File: src/assert_macros.svh
// ----------------------------------------------------------------------------
// assert_macros.svh
// Assertion macros used by the calibrator sequencer (gbc_ctrl).
// ----------------------------------------------------------------------------
`ifndef ASSERT_MACROS_SVH
`define ASSERT_MACROS_SVH
`ifndef SYNTHESIS
`define GBC_ASSERT(lbl, prop) \
	lbl: assert property (@(posedge clk) disable iff (!arst_n) prop) \
		else $error("assertion failed");
`define GBC_ASSERT_IMP(lbl, ante, cons) \
	lbl: assert property (@(posedge clk) disable iff (!arst_n) (ante) |-> (cons)) \
		else $error("assertion failed");
`else
`define GBC_ASSERT(lbl, prop)
`define GBC_ASSERT_IMP(lbl, ante, cons)
`endif
`endif

File: src/gbc_pkg.sv
// ----------------------------------------------------------------------------
// gbc_pkg
// Types and constants of the gyro bias calibrator.
// ----------------------------------------------------------------------------
package gbc_pkg;

	localparam int MEAN_CHECK_INTERVAL_DEF = 64;
	localparam int BIAS_FRAC_BITS_DEF      = 8;

	localparam logic [31:0] NORM_HIGH_RESET = 32'd3221225472;
	localparam logic [31:0] TIMEOUT_RESET   = 32'hFFFF_FFFF;

	typedef enum logic [2:0] {
		CFG_TARGET_TEMP = 3'd0,
		CFG_TEMP_TOL    = 3'd1,
		CFG_NORM_LOW    = 3'd2,
		CFG_NORM_HIGH   = 3'd3,
		CFG_MAX_SPREAD  = 3'd4,
		CFG_MAX_MEAN    = 3'd5,
		CFG_WINDOW      = 3'd6,
		CFG_TIMEOUT     = 3'd7
	} cfg_idx_t;

	typedef enum logic [1:0] {
		PH_WAIT    = 2'd0,
		PH_SAMPLE  = 2'd1,
		PH_DONE    = 2'd2,
		PH_TIMEOUT = 2'd3
	} phase_t;

	typedef enum logic [2:0] {
		ST_IDLE,
		ST_SQ,
		ST_EVAL,
		ST_LIMIT,
		ST_CHECK,
		ST_DIV,
		ST_FIN,
		ST_EMIT
	} state_t;

	typedef struct packed {
		logic load;
		logic sq;
		logic eval;
		logic limit;
		logic check;
		logic div_step;
		logic fin;
		logic emit;
	} cmd_t;

	typedef struct packed {
		logic final_phase;
		logic accum;
		logic go_div;
		logic div_done;
	} status_t;

endpackage

File: src/gbc_ctrl.sv
// ----------------------------------------------------------------------------
// gbc_ctrl
// Sequencer of the calibrator: steps one item through the datapath.
// ----------------------------------------------------------------------------
`include "assert_macros.svh"
module gbc_ctrl (
	input  logic             clk,
	input  logic             arst_n,
	input  logic             in_valid,
	output logic             in_ready,
	output logic             out_valid,
	input  logic             out_ready,
	input  gbc_pkg::status_t status,
	output gbc_pkg::cmd_t    cmd
);

	gbc_pkg::state_t state_q, state_d;
	logic            out_valid_q;
	logic            slot_free;

	assign slot_free = !out_valid_q || out_ready;

	always_comb begin
		state_d = state_q;
		unique case (state_q)
			gbc_pkg::ST_IDLE:  if (in_valid) state_d = gbc_pkg::ST_SQ;
			gbc_pkg::ST_SQ:    state_d = gbc_pkg::ST_EVAL;
			gbc_pkg::ST_EVAL: begin
				if (!status.final_phase && status.accum) state_d = gbc_pkg::ST_LIMIT;
				else state_d = gbc_pkg::ST_EMIT;
			end
			gbc_pkg::ST_LIMIT: state_d = gbc_pkg::ST_CHECK;
			gbc_pkg::ST_CHECK: begin
				if (status.go_div) state_d = gbc_pkg::ST_DIV;
				else state_d = gbc_pkg::ST_EMIT;
			end
			gbc_pkg::ST_DIV:   if (status.div_done) state_d = gbc_pkg::ST_FIN;
			gbc_pkg::ST_FIN:   state_d = gbc_pkg::ST_EMIT;
			gbc_pkg::ST_EMIT:  if (slot_free) state_d = gbc_pkg::ST_IDLE;
			default:           state_d = gbc_pkg::ST_IDLE;
		endcase
	end

	always_comb begin
		cmd          = '0;
		cmd.load     = (state_q == gbc_pkg::ST_IDLE) && in_valid;
		cmd.sq       = (state_q == gbc_pkg::ST_SQ);
		cmd.eval     = (state_q == gbc_pkg::ST_EVAL) && !status.final_phase;
		cmd.limit    = (state_q == gbc_pkg::ST_LIMIT);
		cmd.check    = (state_q == gbc_pkg::ST_CHECK);
		cmd.div_step = (state_q == gbc_pkg::ST_DIV) && !status.div_done;
		cmd.fin      = (state_q == gbc_pkg::ST_FIN);
		cmd.emit     = (state_q == gbc_pkg::ST_EMIT) && slot_free;
	end

	always_ff @(posedge clk or negedge arst_n) begin
		if (!arst_n) begin
			state_q     <= gbc_pkg::ST_IDLE;
			out_valid_q <= 1'b0;
		end else begin
			state_q <= state_d;
			if (cmd.emit) out_valid_q <= 1'b1;
			else if (out_ready) out_valid_q <= 1'b0;
		end
	end

	assign in_ready  = (state_q == gbc_pkg::ST_IDLE);
	assign out_valid = out_valid_q;

	`GBC_ASSERT(a_cmd_onehot, $onehot0(cmd))
	`GBC_ASSERT_IMP(a_accept_seq, in_valid && in_ready, ##1 state_q == gbc_pkg::ST_SQ)
	`GBC_ASSERT_IMP(a_out_hold, out_valid && !out_ready, ##1 out_valid)
	`GBC_ASSERT_IMP(a_emit_free, cmd.emit, !out_valid_q || out_ready)

endmodule

File: config.mk
export PLATFORM = sky130hd
export DESIGN_NAME = gbc_ctrl
export DESIGN_NICKNAME = d
export VERILOG_FILES = /design/src/gbc_pkg.sv /design/src/gbc_ctrl.sv
export VERILOG_INCLUDE_DIRS = /design/src /design/src/src
export SDC_FILE = /design/constraint.sdc
export NUM_CORES = 1
export LEC_CHECK = 0
export ABC_AREA = 1
export BUFFER_PORTS_ARGS = -buffer_cell sky130_fd_sc_hd__buf_2
export CAP_MARGIN = 10
export CORE_AREA = 2 2 39 41
export CTS_CLUSTER_DIAMETER = 120
export DETAILED_ROUTE_END_ITERATION = 8
export DIE_AREA = 0 0 41 43
export GPL_TIMING_DRIVEN = 0
export HOLD_SLACK_MARGIN = 0.12
export PLACE_DENSITY_LB_ADDON = 0.3
export REMOVE_ABC_BUFFERS = 1
export SYNTH_ARGS = -nofsm -noshare
export SYNTH_HDL_FRONTEND = slang
export SYNTH_SLANG_ARGS = --single-unit
File: constraint.sdc
create_clock -name clk -period 1.3 [get_ports clk]
set_input_delay 0.26 -clock clk [delete_from_list [all_inputs] [get_ports clk]]
set_output_delay 0.26 -clock clk [all_outputs]
set_load 0.05 [all_outputs]
==> run_results.csv <==
group,metric,value,unit
finish,layout.nets,79,
power_and_ir_drop,total_power,1.66,mW
min_path,min_path_type,"input port to flip-flop",
synth,ys_warn_count,0,
sta,fin_crit,1.45,ns
critical_path,cp_top_family,"flip-flops",
routing,drc_errors,0,
global_route,grt_pass1_wl,1240,um
synth,synthFlopType,"dfrtp_1",
sta,finalCritPeriodShare,112,%
power_and_ir_drop,clock_power_share,8.8,%
critical_path,critical_path.max_fanout,6,
floorplan,die_w,41,um
routing,ant_nets,0,
routing,avgViaCountPerCell,4.22,
floorplan,dieArea,0.00176,mm2
place,port_buffers,17,
power_and_ir_drop,switching_share,55.8,%
critical_path,slowest_delay,0.46,ns
global_route,antenna_found_initial,0,
sta,worstMarginPinSlew,0.247,ns
synth,yosysUniqueCellTypes,16,
routing,first_iter_violations,0,
sta,timing.final.max_slew_violations,0,
sta,fin_ws,-0.151,ns
critical_path,crit_path_start_kind,"flip-flop",
sta,rsz0062_at_grt,"yes",
synth,yosysMostFrequentCell,"nand2_1",
clock_tree,htreeDepth,1,
place,place_congestion,0.642,
status,outcome,"finished, violations left",
run,cap_violations,0,
routing,wl,787,um
clock_tree,clk_latency,0.23,ns
floorplan,row_count,14,
clock_tree,numCtsBuffers,3,
critical_path,crit_path_end_kind,"primary output",
floorplan,die_y,43,um
critical_path,path_buf_inv,2,
synth,yosysSeqAreaShare,31.4,%
finish,fillCellCount,146,
place,pre_cts_ws,-0.113,ns
clock_tree,clkTransAtPathRegs,0.04,ns
finish,areaGrowthSynthToFinish,82.4,%
finish,drive_gt1_share,62.3,%
critical_path,critPathSlowestCell,"dfrtp_2",
clock_tree,clockRootBuffer,"clkbuf_4",
global_route,track_usage,10.3,%
sta,max_slew_margin,83.6,%
synth,yosys.area.top_type,"dfrtp_1",
power_and_ir_drop,p_leak,0.302,nW
power_and_ir_drop,ir_worst_vdd,0.626,mV
floorplan,start_util,23.1,%
finish,regArea,104,um2
synth,synth_top_area_share,31.4,%
synth,syn_avg_cell_area,7.09,um2
routing,dr.pass1.iters,1,
synth,synth_area,319,um2
routing,routedWlPerCell,9.26,um
floorplan,core_area,0.00138,mm2
synth,async_reset_ff_share,100,%
power_and_ir_drop,combPwrFrac,70.0,%
power_and_ir_drop,powerDensity,2860,mW/mm2
critical_path,cp.required,1.04,ns
routing,vias,359,
critical_path,crit_type,"flip-flop to primary output",
sta,timing.final.hold_violations,0,
finish,multi_input_area,223,um2
global_route,first_global_vias,347,
power_and_ir_drop,pwr-share-seq,21.2,%
synth,synth-edff-count,0,
finish,antenna_cells,0,
floorplan,ios,18,
clock_tree,cts_sinks,4,
sta,fmax,689,MHz
synth,synthTopCellsByArea,"dfrtp_1, nand2_1, nand3_2",
critical_path,cp_cell_sequence,"buf_6 > nand2_1 > nor2_2 > buf_6",
synth,syn_inst,45,
critical_path,worstPathArrival,1.19,ns
status,violations,"negative setup slack",
synth,synth_commonest_cells,"nand2_1, inv_1, nor2_1, dfrtp_1, nand3_2",
critical_path,critPathMostFrequentCell,"buf_6",
power_and_ir_drop,p_int,0.735,mW
global_route,overflow,0,
sta,setup_viol,9,
global_route,grt_start_max_net_pins,7,
clock_tree,cts_buffer_depth,2,
place,dp_hpwl,551,um
synth,synth_seq_cells,4,
clock_tree,tritoncts,"built",
power_and_ir_drop,p_sw,0.929,mW
sta,fin_skew,0.000156,ns
-- state kept, by name, indices dropped and copies added, names as in the netlist --
name / count
out_valid: 1
state_q: 3
-- metrics by stage --
step | area (um2) | hold WS (ns) | cells | TNS [ns] | util [%]
5_1_grt | 582 | 0.352 | 85 | -1.63 | 42.0
3_3_place_gp | 413 | 0.0652 | 77 | -0.403 | 29.8
6_report | 582 | 0.329 | 85 | -1.04 | 42.0
2_1_floorplan | 308 | -0.0356 | 44 | -3.37 | -
4_1_cts | 544 | 0.328 | 84 | -1.03 | 39.3
3_5_place_dp | 413 | 0.0661 | 77 | -0.312 | 29.8
-- per-layer routing --
layer | share of wire [%] | vias to the layer above | global-route usage [%]
li1 | - | 190 | -
met1 | 36 | 162 | 11.8
met2 | 59 | 7 | 17.2
met3 | 5.3 | 0 | 2.62
met4 | 0 | 0 | 4.00
met5 | 0 | - | 0
-- cells in the final DEF (no fill, tap or decap) --
cell type      netlist  layout
a21oi_2              0       1
buf_2                0       8
buf_4                0       6
buf_6                1       6
buf_8                0       1
clkbuf_4             0       3
dfrtp_1              4       1
dfrtp_2              0       3
dlygate4sd3_1        0       1
inv_1                6       6
inv_4                0       2
nand2_1             12      11
nand2_2              0       1
nand2_4              1       1
nand3_2              3       2
nand3_4              0       1
nor2_1               5       1
nor2_2               1       2
nor2_4               2       5
nor3_1               2       2
nor4_2               0       1
o21ai_0              2       2
o21ai_1              1       1
o21bai_1             1       1
-- power groups by stage --
stage / combinational, mW / sequential [mW] / clock (mW)
floorplan: 0.655 / 0.330 / 0
global placement: 0.857 / 0.309 / 0
detailed placement: 0.860 / 0.306 / 0
CTS: 1.10 / 0.322 / 0.152
global route: 1.25 / 0.368 / 0.160
finish: 1.17 / 0.352 / 0.147
-- repair_timing --
item                                    4_1_cts  5_1_grt
endpoints found under the setup margin        9        9
hold buffers                                  1        0
setup buffers                                 3        1
gates resized for setup                      27        8
endpoints found under the hold margin         4        0
pin swaps                                     3        2
-- final timing paths --
path / start / to / slack, ns / cells after the start
setup reg to reg: state_q[0]$_DFFE_PN0P_ / state_q[2]$_DFFE_PN0P_ / 0.15 / 7
min in group asynchronous: arst_n / out_valid$_DFFE_PN0P_ / 0.39 / 2
hold reg to reg: out_valid$_DFFE_PN0P_ / out_valid$_DFFE_PN0P_ / 0.60 / 2
setup / recovery: state_q[0]$_DFFE_PN0P_ / cmd[4] / -0.15 / 4
max in group asynchronous: arst_n / state_q[1]$_DFFE_PN0P_ / 0.79 / 2
hold / removal: status[1] / state_q[1]$_DFFE_PN0P_ / 0.33 / 4
-- final cells by class --
cell class                 instances  share of cell area [%]
sequential                         4                    17.8
multi-input combinational         32                    38.3
clock buffer                       3                    3.87
timing repair buffer              22                    30.5
inverter                           8                    6.02
tap                               16                    3.44
-- cells by family (layout without fill, tap and decap cells) --
kind of cell | Yosys count | count (layout) | synth area share, %
AO/OA/AOI/OAI | 5 | 5 | 8.63
buffers and inverters | 9 | 33 | 12.9
flip-flops | 4 | 4 | 31.4
AND/OR/NAND/NOR | 27 | 27 | 47.1
-- tightest hold or removal path, cell delays in order --
cell	delay, ns
buf_2	0.08
o21ai_1	0.06
nand2_1	0.06
o21bai_1	0.06
No activity file was read; power rests on OpenSTA's default activity.
